==> src/rtl/wpm_pkg.sv <==
package wpm_pkg;

  localparam int OpcodeW = 2;
  localparam int SymbolW = 8;

  localparam logic [OpcodeW-1:0] OP_CLEAR  = 2'd0;
  localparam logic [OpcodeW-1:0] OP_APPEND = 2'd1;
  localparam logic [OpcodeW-1:0] OP_TEXT   = 2'd2;
  localparam logic [OpcodeW-1:0] OP_QUERY  = 2'd3;

  localparam logic [SymbolW-1:0] SYM_STAR = 8'd42;
  localparam logic [SymbolW-1:0] SYM_ANY  = 8'd63;

  typedef struct packed {
    logic [OpcodeW-1:0] opcode;
    logic [SymbolW-1:0] symbol;
  } cmd_t;

  typedef struct packed {
    logic matched;
    logic misuse;
  } res_t;

endpackage

==> src/rtl/wildcard_pattern_matcher.sv <==
// Wildcard pattern matcher: a pattern of up to MAX_PATTERN bytes is appended one symbol at a
// time, where '?' matches any one byte and '*' any run including an empty one; text bytes then
// stream in and each text word and each query word returns one result word telling whether the
// text so far matches the whole pattern, together with a sticky misuse flag (pattern overflow or
// an append after text has started). Clear and append words return nothing. The block takes one
// word per clock cycle unless a text or query word waits on a stalled, full output register:
// the command goes through an input register, then the whole match row (one bit per pattern
// prefix) updates combinationally through a parallel prefix over runs of stars, and the result
// sits in an output register that is refilled in the same cycle it is taken.
module wildcard_pattern_matcher #(
  parameter int MAX_PATTERN = 32
) (
  input  logic            clk,
  input  logic            rst,
  input  logic            cmd_valid,
  output logic            cmd_stall,
  input  wpm_pkg::cmd_t   cmd,
  output logic            res_valid,
  input  logic            res_stall,
  output wpm_pkg::res_t   res
);
  import wpm_pkg::*;

  localparam int LenW = $clog2(MAX_PATTERN + 1);
  localparam int IdxW = (MAX_PATTERN > 1) ? $clog2(MAX_PATTERN) : 1;
  localparam int Lvls = $clog2(MAX_PATTERN + 1);

  logic [SymbolW-1:0] pattern_store [MAX_PATTERN];
  logic [LenW-1:0]    pattern_length, pattern_length_next;
  logic [MAX_PATTERN:0] match_row, match_row_next;
  logic text_started, text_started_next;
  logic misuse_flag, misuse_flag_next;

  logic in_valid;
  cmd_t in_cmd;
  logic produces, advance, store_we;
  logic [LenW-1:0] len_plus;
  logic matched_next;

  logic [Lvls:0][MAX_PATTERN:0] gen, prop;
  logic [MAX_PATTERN:0] text_row;

  assign produces  = (in_cmd.opcode == OP_TEXT) || (in_cmd.opcode == OP_QUERY);
  assign advance   = in_valid && (!produces || !res_valid || !res_stall);
  assign cmd_stall = in_valid && !advance;
  assign len_plus  = pattern_length + LenW'(1);

  // text row: next[j] = g[j] | p[j] & next[j-1], done as a log-depth prefix
  always_comb begin
    gen[0] = '0;
    prop[0] = '0;
    for (int j = 1; j <= MAX_PATTERN; j++) begin
      if (LenW'(j) <= pattern_length) begin
        if (pattern_store[j-1] == SYM_STAR) begin
          gen[0][j]  = match_row[j];
          prop[0][j] = 1'b1;
        end else begin
          gen[0][j] = match_row[j-1] &&
                      ((pattern_store[j-1] == SYM_ANY) || (pattern_store[j-1] == in_cmd.symbol));
        end
      end
    end
    for (int l = 0; l < Lvls; l++) begin
      for (int i = 0; i <= MAX_PATTERN; i++) begin
        if (i >= (1 << l)) begin
          gen[l+1][i]  = gen[l][i] | (prop[l][i] & gen[l][i - (1 << l)]);
          prop[l+1][i] = prop[l][i] & prop[l][i - (1 << l)];
        end else begin
          gen[l+1][i]  = gen[l][i];
          prop[l+1][i] = prop[l][i];
        end
      end
    end
    text_row = gen[Lvls];
  end

  always_comb begin
    pattern_length_next = pattern_length;
    match_row_next      = match_row;
    text_started_next   = text_started;
    misuse_flag_next    = misuse_flag;
    store_we            = 1'b0;
    if (advance) begin
      case (in_cmd.opcode)
        OP_CLEAR: begin
          pattern_length_next = '0;
          match_row_next      = (MAX_PATTERN + 1)'(1);
          text_started_next   = 1'b0;
          misuse_flag_next    = 1'b0;
        end
        OP_APPEND: begin
          if (text_started || (pattern_length >= LenW'(MAX_PATTERN))) begin
            misuse_flag_next = 1'b1;
          end else begin
            store_we = 1'b1;
            match_row_next[len_plus] = (in_cmd.symbol == SYM_STAR) && match_row[pattern_length];
            pattern_length_next = len_plus;
          end
        end
        OP_TEXT: begin
          match_row_next    = text_row;
          text_started_next = 1'b1;
        end
        OP_QUERY: begin
        end
        default: begin
        end
      endcase
    end
    matched_next = match_row_next[pattern_length];
  end

  always_ff @(posedge clk) begin
    if (store_we) begin
      pattern_store[pattern_length[IdxW-1:0]] <= in_cmd.symbol;
    end
  end

  always_ff @(posedge clk) begin
    if (rst) begin
      in_valid       <= 1'b0;
      res_valid      <= 1'b0;
      pattern_length <= '0;
      match_row      <= (MAX_PATTERN + 1)'(1);
      text_started   <= 1'b0;
      misuse_flag    <= 1'b0;
    end else begin
      pattern_length <= pattern_length_next;
      match_row      <= match_row_next;
      text_started   <= text_started_next;
      misuse_flag    <= misuse_flag_next;
      if (cmd_valid && !cmd_stall) begin
        in_valid <= 1'b1;
      end else if (advance) begin
        in_valid <= 1'b0;
      end
      if (advance && produces) begin
        res_valid <= 1'b1;
      end else if (!res_stall) begin
        res_valid <= 1'b0;
      end
    end
  end

  always_ff @(posedge clk) begin
    if (cmd_valid && !cmd_stall) begin
      in_cmd <= cmd;
    end
    if (advance && produces) begin
      res.matched <= matched_next;
      res.misuse  <= misuse_flag_next;
    end
  end

`ifndef SYNTHESIS
  a_stall_needs_word: assert property (@(posedge clk) disable iff (rst)
    cmd_stall |-> in_valid)
    else $error("stall raised with empty input register");

  a_length_bound: assert property (@(posedge clk) disable iff (rst)
    pattern_length <= LenW'(MAX_PATTERN))
    else $error("pattern length beyond capacity");

  a_row_above_length: assert property (@(posedge clk) disable iff (rst)
    ((match_row >> pattern_length) >> 1) == '0)
    else $error("match bit set beyond pattern length");

  a_misuse_sticky: assert property (@(posedge clk) disable iff (rst)
    (misuse_flag && !(advance && (in_cmd.opcode == OP_CLEAR))) |=> misuse_flag)
    else $error("misuse flag dropped without clear");

  a_started_freezes_length: assert property (@(posedge clk) disable iff (rst)
    (text_started && !(advance && (in_cmd.opcode == OP_CLEAR))) |=> $stable(pattern_length))
    else $error("pattern grew after text started");
`endif

endmodule
==> config.mk <==
export PLATFORM = sky130hd
export DESIGN_NAME = wildcard_pattern_matcher
export DESIGN_NICKNAME = d
export VERILOG_FILES = /design/src/rtl/wpm_pkg.sv /design/src/rtl/wildcard_pattern_matcher.sv
export SDC_FILE = /design/constraint.sdc
export NUM_CORES = 1
export LEC_CHECK = 0
export ABC_AREA = 1
export BUFFER_PORTS_ARGS = -buffer_cell sky130_fd_sc_hd__buf_2
export CELL_PAD_IN_SITES_DETAIL_PLACEMENT = 1
export CELL_PAD_IN_SITES_GLOBAL_PLACEMENT = 2
export CORE_MARGIN = 1
export CORE_UTILIZATION = 34
export DETAILED_ROUTE_END_ITERATION = 10
export PLACE_DENSITY_LB_ADDON = 0.1
export SYNTH_ARGS = -nofsm -noshare
export SYNTH_HDL_FRONTEND = slang
export SYNTH_SLANG_ARGS = --single-unit
==> constraint.sdc <==
create_clock -name clk -period 3.3 [get_ports clk]
set_input_delay 0.66 -clock clk [delete_from_list [all_inputs] [get_ports clk]]
set_output_delay 0.66 -clock clk [all_outputs]
set_load 0.02 [all_outputs]
# Yosys cells after proc, flatten, opt, wreduce, memory -nomap -nowiden

Memory sizes are Yosys's and may differ from the RTL's.
Index checks and enable logic that the tools add are counted.

Memory bits (read-only): 0
Logic and storage cells: 742
Memory bits (writable): 256
Output and inout bits: 4
Memories kept: 1
Bits in latches: 0
Register bits: 55

Div/mod/pow operators: 0
$add $sub $neg: 1
Equality and inequality tests: 102
Multiplexer cells: 151
$mul: 0
Reductions and logical operators: 85
Bitwise operators: 356
Shift-type cells: 0
Order comparisons: 36

Memories:

| memory        | depth | width | rd ports | clocked after memory_dff | write ports | line                           | source |
|---|---|---|---|---|---|---|---|
| pattern_store | 32    | 8     | 32       | 0                        | 1           | wildcard_pattern_matcher.sv:28 | `logic [SymbolW-1:0] pattern_store [MAX_PATTERN];` |

Operators with widths:

| operator                                                           | count |
|---|---|
| equality test 8 x 6 -> 1 bit (second input constant)               | 65 |
| equality test 8 bit                                                | 32 |
| AND 1 bit                                                          | 227 |
| two-way mux 1 bit                                                  | 140 |
| OR 1 bit                                                           | 129 |
| case mux 33 bit (3 select lines)                                   | 1 |
| <= comparator 5 x 6 -> 1 bit (first input constant)                | 16 |
| two-way mux 33 bit                                                 | 2 |
| <= comparator 4 x 6 -> 1 bit (first input constant)                | 8 |
| logical AND 1 bit                                                  | 38 |
| logical OR 1 bit                                                   | 36 |
| bitwise mux 33 bit                                                 | 1 |
| <= comparator 3 x 6 -> 1 bit (first input constant)                | 4 |
| < comparator 6 x 7 -> 1 bit (second input constant)                | 2 |
| binary-select mux 1 bit (select 6 bit)                             | 2 |
| <= comparator 2 x 6 -> 1 bit (first input constant)                | 2 |
| case mux 6 bit (2 select lines)                                    | 1 |
| adder 6 x 1 -> 6 bit (second input constant)                       | 1 |
| demux 1 bit (select 6 bit)                                         | 1 |
| greater-or-equal comparator 6 x 1 -> 1 bit (second input constant) | 1 |
| greater-or-equal comparator 6 bit (second input constant)          | 1 |
| <= comparator 1 x 6 -> 1 bit (first input constant)                | 1 |
| <= comparator 6 bit (first input constant)                         | 1 |
| two-way mux 6 bit                                                  | 1 |
| 10 further kinds                                                   | 18 |

# Depth between registers and ports, before layout

Gate-level depths: netlist of the first run.
An unclocked memory read counts as a cell.

Depth in word-level cells: 20
Gate-level depth with buffers: 35
Gate-level depth less buffers: 32

# Worst setup path after synthesis of the first run

No wires, ideal clock.

Path type: flip-flop to flip-flop
From: register pattern_length[0]
To: register res[1] in the netlist's numbering (data pin)
Path buffers: 3
Setup time: 257 ps
Stages on the path, launching flop included: 34
Arrival time: 2909 ps
Required time: 3043 ps
Period minus slack after synthesis: 3165 ps
Slack: 135 ps
Path through: dfxtp_1 buf_4 inv_4 buf_4 clkbuf_1 ha_1 nor2_1 o21ai_1 nor2_1 inv_1 nand2_1 inv_1 nand2_1 nand2_1 nand2_1 nand2_1 inv_1 nand2_1 inv_1 nand2_1 nand2_1 nand2_1 nand2_1 nand2_1 nand2_1 nand3_1 nand2_1 nand2_1 nor2_1 nor2_1 nor2_1 nand3_1 nand2_1 nand2_1

Word-level cells in the longest chain between the ends: 16

Ends and longest elaborated chain:

| element                                                                              | line                            | source |
|---|---|---|
| start: declaration                                                                   | wildcard_pattern_matcher.sv:29  | `logic [LenW-1:0] pattern_length, pattern_length_next;` |
| start signal: assignment                                                             | wildcard_pattern_matcher.sv:128 | `pattern_length <= pattern_length_next;` |
| parallel branches: the longest is 14 deep, another holds < comparator 6 x 7 -> 1 bit | --                              |  |
| binary-select mux 1 bit (select 6 bit) (*)                                           | wildcard_pattern_matcher.sv:110 | `matched_next = match_row_next[pattern_length];` |
| two-way mux 1 bit (implied by the code) (*)                                          | wildcard_pattern_matcher.sv:110 |  |
| via matched_next                                                                     | wildcard_pattern_matcher.sv:38  | `logic matched_next;` |
| end: declaration                                                                     | wildcard_pattern_matcher.sv:20  | `output wpm_pkg::res_t res` |

Mark *: on every way through the listed nets, which the timed path passes. The select of a mux whose other input is x is not followed.
A chain may end at the register's enable or synchronous reset.

# Worst setup path in the final report of the first run

From: register pattern_length[1]
To: register res[1] in the netlist's numbering (data pin)

Same word-level chain as after synthesis.

==> results.cfg, run 1 <==
[outcome]
status = complete, but fails checks
violations = negative setup slack

[yosys]
syn_nets = 2855
syn_avg_cell_area_um2 = 7.138
synth_edf_count = 268
synth_seq_cells = 311
synth_cells = 2836
yosysUniqueCellTypes = 46
yosys_warnings = 0
async_reset_ff_share_pct = 0
syn_area_mm2 = 0.02024
ys_seq_area_share_pct = 44.01
ys.flop_type = edfxtp_1
yosys-top-cells-area = edfxtp_1, nand2_1, inv_1
synth_area_leader_cell = edfxtp_1
yosysTopAreaCellShare_pct = 39.76

[final_layout]
fillCellCount = 7285
layout.cells.non_filler = 4029
final_common_cell = nand2_1
multi_input_comb_area_mm2 = 0.01019
final_cell_mix = nand2_1, inv_1, buf_4
fin_nets = 3248
seqCellArea_mm2 = 0.008917
n_antenna_cell = 0
layout-area-overhead-vs-synth_pct = 31.81
final_util_pct = 45.30
drive_gt1_share_pct = 23.43

[sta]
period_minus_slack_ns = 3.309
relSlewSlack_pct = 47.72
rsz0062_at_grt = true
fmax_mhz = 302.2
fin_ws_ns = -0.008652
hold_violations = 0
slew_viol_final = 0
final.setup_skew_ns = 0.01123
worstMarginPinSlew_ns = 0.7814
finalSetupViolations = 1
finalHoldWorstSlack_ns = 0.2747
finalCritPeriodShare_pct = 100.3

[floorplanning]
initial_utilization_pct = 34.36
core-area_mm2 = 0.05891
ios = 18
die_h_um = 246.0
die_x_um = 246.0
dieArea_mm2 = 0.06052
rows = 89

[critical_path]
crit_type = register to register
r2r_end = res[1]
r2r_start = pattern_length[1]
critPathBufInv = 7
cpPeakStageDelay_ns = 0.33
rrSetupSlack_ns = -0.009
path_cells = buf_12, buf_12, inv_4, buf_4, ha_2, nor2_1, inv_1, nor2_1, inv_1, o21ai_0, nand2_1, a31oi_1, a21oi_1, nand2_1, nand2_2, nand3_1, nand3_1, nand2_1, inv_1, nand2_1, nand2_1, nand3_2, nand2_1, nand2_1
cp_top_family = simple AND/OR/NAND/NOR gates
crit_required_ns = 3.74
worst-path-stages = 24
path_common_cell = nand2_1
worstSetupStartpointType = register
crit_fanout = 11
slowest_stage = a31oi_1
cp-end-kind = register
reg2regPathDepth = 24
critPathArrivalTime_ns = 3.75

[cts]
clkTransAtPathRegs_ns = 0.06
insertion_delay_ns = 0.57
postCtsHoldBufs = 0
cts_buffer_depth = 3
clock-sinks = 311
cts_tree = built
h-tree-depth = 2
clock-root-buffer = clkbuf_16
cts_buffers = 38

[detailed_routing]
dr.pass1.iters = 5
wire_per_inst_um = 22.32
drc_errors = 0
vias = 20620
ant_nets = 0
drt_iter0_markers = 1162
avgViaCountPerCell = 5.117
wirelength_um = 89920

[global_route]
grt_pass1_vias = 21200
grt_max_degree = 37
grt_antenna_before_repair = 0
grt-ovfl-total = 0
grt_pass1_wl_um = 131700
grtUsageTotal_pct = 29.31

[placement]
gp_congestion = 0.9633
io_buffers = 17
dp_hpwl_um = 68220
placed_cells = 3918

[worst_hold_path]
whs_endpoint = in_cmd[8]
min-delay-start = cmd[8]
min_path_cells = 1
hold_class = input port to register

[job]
cap_violations = 0

[power]
ir_drop_mv = 0.3767
p_total_mw = 9.478
power.leakage_nw = 11.65
power_per_cell_area_mw_per_mm2 = 355.2
## flip-flops by register name, indices dropped and copies added, names as in the netlist
| signal | cells |
|---|---|
| pattern_store | 256 |
| match_row | 33 |
| in_cmd | 10 |
| pattern_length | 6 |
| res | 2 |
| in_valid | 1 |
| misuse_flag | 1 |
| res_valid | 1 |
| text_started | 1 |
## worst max path at each step
| stage | startpoint | endpoint |
|---|---|---|
| floorplan | pattern_length[0] | res[1] |
| detailed placement | in_cmd[4] | res[1] |
| finish | pattern_length[1] | res[1] |
| CTS | pattern_length[3] | res[1] |
| global route | pattern_length[3] | res[1] |
| global placement | in_cmd[4] | res[1] |
## final cells by class
class,count,area share (%)
sequential,311,33.42
clock buffer,49,3.798
multi-input combinational,2065,38.17
inverter,387,5.571
tap,773,3.625
clock inverter,18,0.6377
timing repair buffer,426,14.78
## power breakdown
| part | internal, mW | leakage (nW) | switching (mW) |
|---|---|---|---|
| clock network | 2.40 | 0.574 | 1.74 |
| logic | 0.389 | 8.31 | 0.596 |
| registers | 4.30 | 2.77 | 0.0552 |
## metrics by stage
stage           TNS (ns)  setup WS [ns]  instance area (um^2)
2_1_floorplan          0         0.1346                 20240
3_3_place_gp     -0.4635        -0.4635                 24090
3_5_place_dp     -0.5317        -0.4689                 24090
4_1_cts                0      0.0007365                 25710
5_1_grt          -0.2922        -0.2446                 26680
6_report       -0.008652      -0.008652                 26680
## cell families (layout without fill, tap and decap cells)
group / after synthesis / count (layout) / synth area share [%]
xor gates and xnor gates: 133 / 133 / 5.791
adders and majority gates: 5 / 5 / 0.3090
buffers and inverters: 460 / 880 / 9.061
and+or+nand+nor: 1772 / 1772 / 36.60
AOI/OAI and AO/OA: 155 / 155 / 4.228
DFF: 311 / 311 / 44.01
## worst register-to-register path, delay by kind of cell, from the launching register on
family | cells | cell delay (ns)
AO/OA/AOI/OAI | 3 | 0.66
adder cells (fa/ha/maj) | 1 | 0.30
buffers and inverters | 7 | 0.83
flip-flops | 1 | 0.32
AND/OR/NAND/NOR | 13 | 1.07
## synth_stat cells, drive strengths merged, types with 21 or more instances
master / count
a21oi: 81
buf: 52
clkbuf: 21
dfxtp: 43
edfxtp: 268
inv: 381
nand2: 1042
nand3: 151
nand4: 93
nor2: 371
nor3: 66
o21ai: 46
or2: 26
xnor2: 132
## metal layers
layer | track usage (%) | share of wire, % | up-vias
met1 | 38.43 | 45 | 10220
met3 | 3.617 | 4.0 | 163
met2 | 49.14 | 47 | 425
met4 | 10.91 | 4.1 | 0
met5 | 0 | 0 | -
li1 | - | - | 9811
## repair_timing
item,CTS,global route
pin swaps,7,78
cloned,2,5
buffers inserted,13,27
endpoints found under the setup margin,2,3
resized for setup,77,203
No activity file was read; power rests on OpenSTA's default activity.
==> inputs of run 2 (changes only) <==
RECOVER_POWER = 50   (was not set)
==> results.cfg, run 2 (synthesis gave the netlist of run 1 again) <==
[placement]
io_buffers = 17
placed_cells = 3918
dp_hpwl_um = 68220
preCtsSetupSlack_ns = -0.4689
gp_congestion = 0.9633

[final_layout]
fin_nets = 3248
layout.cells.non_filler = 4029
layout-area-overhead-vs-synth_pct = 31.81
drive_gt1_share_pct = 23.40
final_common_cell = nand2_1
multi_input_comb_area_mm2 = 0.01019
n_antenna_cell = 0
final_cell_mix = nand2_1, inv_1, buf_4
seqCellArea_mm2 = 0.008917
fillCellCount = 7286
largest_reg_flops = 256

[power]
power.leakage_nw = 11.65
power_per_cell_area_mw_per_mm2 = 355.2
ir_drop_mv = 0.3767

[sta]
fin_ws_ns = -0.008656
slew_viol_final = 0
worstMarginPinSlew_ns = 0.7814
relSlewSlack_pct = 47.72
finalCritPeriodShare_pct = 100.3
fmax_mhz = 302.2
final.setup_skew_ns = 0.01099
finalSetupViolations = 1
period_minus_slack_ns = 3.309
hold_violations = 0
rsz0062_at_grt = true
finalHoldWorstSlack_ns = 0.2744

[critical_path]
worstSetupStartpointType = register
cp-end-kind = register
critPathArrivalTime_ns = 3.75
crit_fanout = 11
crit_type = register to register
crit_required_ns = 3.74

[global_route]
grt_pass1_wl_um = 131700
grt_max_degree = 37
grt_antenna_before_repair = 0
grt-ovfl-total = 0
grt_pass1_vias = 21200
grtUsageTotal_pct = 29.31

[detailed_routing]
drt_iter0_markers = 1162
avgViaCountPerCell = 5.117
wire_per_inst_um = 22.32
wirelength_um = 89920
drc_errors = 0
ant_nets = 0
dr.pass1.iters = 5
vias = 20620

[floorplanning]
rows = 89
die_x_um = 246.0
die_h_um = 246.0
initial_utilization_pct = 34.36
dieArea_mm2 = 0.06052
core-area_mm2 = 0.05891
ios = 18

[job]
cap_violations = 0

[outcome]
status = complete, but fails checks
violations = negative setup slack

[cts]
postCtsHoldBufs = 0
clock-sinks = 311
cts_tree = built
insertion_delay_ns = 0.57
cts_buffers = 38
cts_buffer_depth = 3
clkTransAtPathRegs_ns = 0.06
clock-root-buffer = clkbuf_16
h-tree-depth = 2

[worst_hold_path]
hold_class = input port to register
==> run 2: cell count changes in the layout (fill, tap and decap cells not counted), sizes merged <==
cell	change
buf	-1
clkbuf	+1
==> run 2: layout make-up <==
class	instances	share of cell area, %
clock buffers	49	3.798
clock inverters	18	0.6377
inverters	387	5.571
multi-input cells	2065	38.18
flip-flops and latches	311	33.42
well taps	773	3.625
repair buffers	426	14.77
==> run 2: final timing paths <==
| kind | cells past startpoint | endpoint | start | slack, ns |
|---|---|---|---|---|
| worst max-delay path | 24 | res[1] | pattern_length[1] | -0.009 |
| worst max register to register | 24 | res[1] | pattern_length[1] | -0.009 |
| worst min register to register | 2 | text_started | text_started | 0.46 |
| worst min-delay path | 1 | in_cmd[8] | cmd[8] | 0.27 |
==> run 2: worst max-delay path, stage by stage (launching register included) <==
cell     delay, ns
dfxtp_2       0.32
buf_12        0.14
buf_12        0.15
inv_4         0.11
buf_4         0.13
ha_2          0.30
nor2_1        0.11
inv_1         0.08
nor2_1        0.22
inv_1         0.13
o21ai_0       0.25
nand2_1       0.08
a31oi_1       0.33
a21oi_1       0.08
nand2_1       0.10
nand2_2       0.05
nand3_1       0.07
nand3_1       0.07
nand2_1       0.06
inv_1         0.06
nand2_1       0.06
nand2_1       0.07
nand3_2       0.07
nand2_1       0.05
nand2_1       0.05
==> run 2: repair_timing <==
| action | CTS | global route |
|---|---|---|
| gates cloned | 2 | 5 |
| setup buffers | 13 | 27 |
| endpoints found under the setup margin | 2 | 3 |
| pin swaps | 7 | 78 |
| resized for setup | 77 | 203 |
==> run 2: through the flow <==
step | power [mW] | instance area (um^2) | setup TNS, ns | util [%]
2_1_floorplan | 4.837 | 20240 | 0 | -
3_3_place_gp | 5.279 | 24090 | -0.4635 | 40.90
3_5_place_dp | 5.300 | 24090 | -0.5317 | 40.90
4_1_cts | 9.483 | 25710 | 0 | 43.64
5_1_grt | 9.744 | 26680 | -0.2922 | 45.29
6_report | 9.478 | 26680 | -0.008656 | 45.29
==> run 2: where the power goes <==
group	switching (mW)	internal (mW)	leakage [nW]
logic	0.596	0.388	8.31
clock network	1.74	2.40	0.574
registers	0.0552	4.30	2.77
total	2.39	7.09	11.6
==> run 2: per-layer routing <==
layer / wire (um) / vias to the layer above / global-route usage (%)
li1: - / 9811 / -
met2: 42140 / 425 / 49.14
met4: 3719 / 0 / 10.91
met5: 0 / - / 0
met1: 40490 / 10220 / 38.43
met3: 3568 / 163 / 3.617
==> inputs of run 3 (changes only) <==
==> constraint.sdc (replaced) <==
create_clock -name clk -period 3.3 [get_ports clk]
set_input_delay 0.165 -clock clk [delete_from_list [all_inputs] [get_ports clk]]
set_output_delay 0.165 -clock clk [all_outputs]
set_load 0.02 [all_outputs]
==> results.cfg, run 3 (synthesis gave the netlist of run 1 again) <==
[outcome]
status = complete, but fails checks
violations = negative setup slack

[placement]
gp_congestion = 0.9815
place_area_mm2 = 0.02415
dp_hpwl_um = 67600
io_buffers = 17
preCtsSetupSlack_ns = -0.4524

[floorplanning]
die_h_um = 246.0
rows = 89
initial_utilization_pct = 34.36
ios = 18
dieArea_mm2 = 0.06052
die_x_um = 246.0
core-area_mm2 = 0.05891

[critical_path]
path_common_cell = nand2_1
crit_type = register to register
rrSetupSlack_ns = -0.02
critPathArrivalTime_ns = 3.64
r2r_start = in_cmd[1]
cp-end-kind = register
slowest_stage = edfxtp_1
worstSetupStartpointType = register
crit_fanout = 27
crit_required_ns = 3.62
reg2regPathDepth = 26
cpPeakStageDelay_ns = 0.41
r2r_end = res[1]

[power]
ir_drop_mv = 0.4778
power.leakage_nw = 11.90
power_per_cell_area_mw_per_mm2 = 354.6

[final_layout]
largest_reg_flops = 256
drive_gt1_share_pct = 24.65
design_area_mm2 = 0.02725
final_common_cell = nand2_1
n_antenna_cell = 0
layout-area-overhead-vs-synth_pct = 34.59
fillCellCount = 7239
final_cell_mix = nand2_1, buf_4, inv_1
fin_nets = 3283

[cts]
clkTransAtPathRegs_ns = 0.06
clock-sinks = 311
h-tree-depth = 2
cts_buffers = 40
insertion_delay_ns = 0.58
cts_tree = built
cts_buffer_depth = 3
clock-root-buffer = clkbuf_16

[sta]
finalSetupViolations = 1
fin_ws_ns = -0.01540
slew_viol_final = 0
worstMarginPinSlew_ns = 0.7937
period_minus_slack_ns = 3.315
final.setup_skew_ns = 0.02195
hold_violations = 0
rsz0062_at_grt = true
fmax_mhz = 301.6
finalCritPeriodShare_pct = 100.5
relSlewSlack_pct = 46.89

[detailed_routing]
dr.pass1.iters = 5
wire_per_inst_um = 22.54
ant_nets = 0
avgViaCountPerCell = 5.136
drc_errors = 0
drt_iter0_markers = 1351
wirelength_um = 91590
vias = 20870

[global_route]
grt-ovfl-total = 0
grtUsageTotal_pct = 29.52
grt_antenna_before_repair = 3
grt_max_degree = 28
grt_pass1_vias = 21120
grt_pass1_wl_um = 132800

[job]
cap_violations = 0

[worst_hold_path]
min-delay-start = cmd[9]
hold_class = input port to register
min_path_cells = 2
whs_endpoint = in_cmd[9]
## run 3: changes by cell type in the layout (fill, tap and decap cells not counted), sizes merged
cell / previous run / this run
clkinv: 17 / 16
dlygate4sd3: 0 / 13
clkinvlp: 3 / 4
buf: 419 / 432
clkbuf: 55 / 62
bufbuf: 1 / 2
## run 3: how the worst max path moves through the flow
| stage | startpoint | endpoint | slack, ns | cells after the start |
|---|---|---|---|---|
| 3_3_place_gp | in_cmd[1] | res[1] | -0.51 | 29 |
| 2_1_floorplan | pattern_length[0] | res[1] | 0.13 | 33 |
| 4_1_cts | in_cmd[0] | res[1] | 0.003 | 27 |
| 5_1_grt | in_cmd[0] | res[1] | -0.23 | 30 |
| 6_report | in_cmd[1] | res[1] | -0.02 | 26 |
| 3_5_place_dp | in_cmd[1] | res[1] | -0.45 | 29 |
## run 3: final cells by class
class	instances	area, um^2	area share, %
Inverter	387	1493	5.479
Clock buffer	50	1060	3.890
Clock inverter	18	175.2	0.6429
Tap cell	773	967.2	3.550
Sequential cell	311	8920	32.74
Timing Repair Buffer	459	4342	15.93
Multi-Input combinational cell	2065	10290	37.77
## run 3: stage by stage
step	power (mW)	hold slack, ns	setup TNS [ns]	util [%]	cells
finish	9.663	0.3121	-0.01540	46.25	4063
global route	9.933	0.3188	-0.3175	46.25	4063
CTS	9.637	0.2875	0	43.92	4012
detailed placement	5.301	0.3442	-0.5790	41.00	3924
global placement	5.286	0.3421	-0.6546	41.00	3924
floorplan	4.837	0.2639	0	-	2836
## run 3: timing repair
item / CTS / global route
buffers inserted: 5 / 41
resized for setup: 66 / 252
endpoints found under the hold margin: 19 / 0
cloned: 2 / 10
setup endpoints to repair: 4 / 2
pin swaps: 7 / 91
hold buffers: 13 / 0
## run 3: layer usage
layer / up-vias / share of wire (%) / GRT usage, %
met3: 150 / 4.5 / 3.192
met1: 10370 / 45 / 39.17
met5: - / 0.022 / 0
li1: 9895 / - / -
met2: 446 / 47 / 49.49
met4: 4 / 3.7 / 10.50
## run 3: worst max-delay path: cells and delay by family, from the launching register on
| kind | cells | cell delay [ns] |
|---|---|---|
| and+or+nand+nor | 17 | 1.38 |
| buffers and inverters | 6 | 0.78 |
| AOI/OAI and AO/OA | 2 | 0.23 |
| DFF | 1 | 0.41 |
| xor gates and xnor gates | 1 | 0.18 |
## run 3: where the power goes
group	total [mW]	internal (mW)	switching [mW]	leakage [nW]
Combinational	1.03	0.418	0.610	8.53
Sequential	4.35	4.30	0.0545	2.77
Clock	4.28	2.50	1.78	0.597
Total	9.66	7.22	2.44	11.9
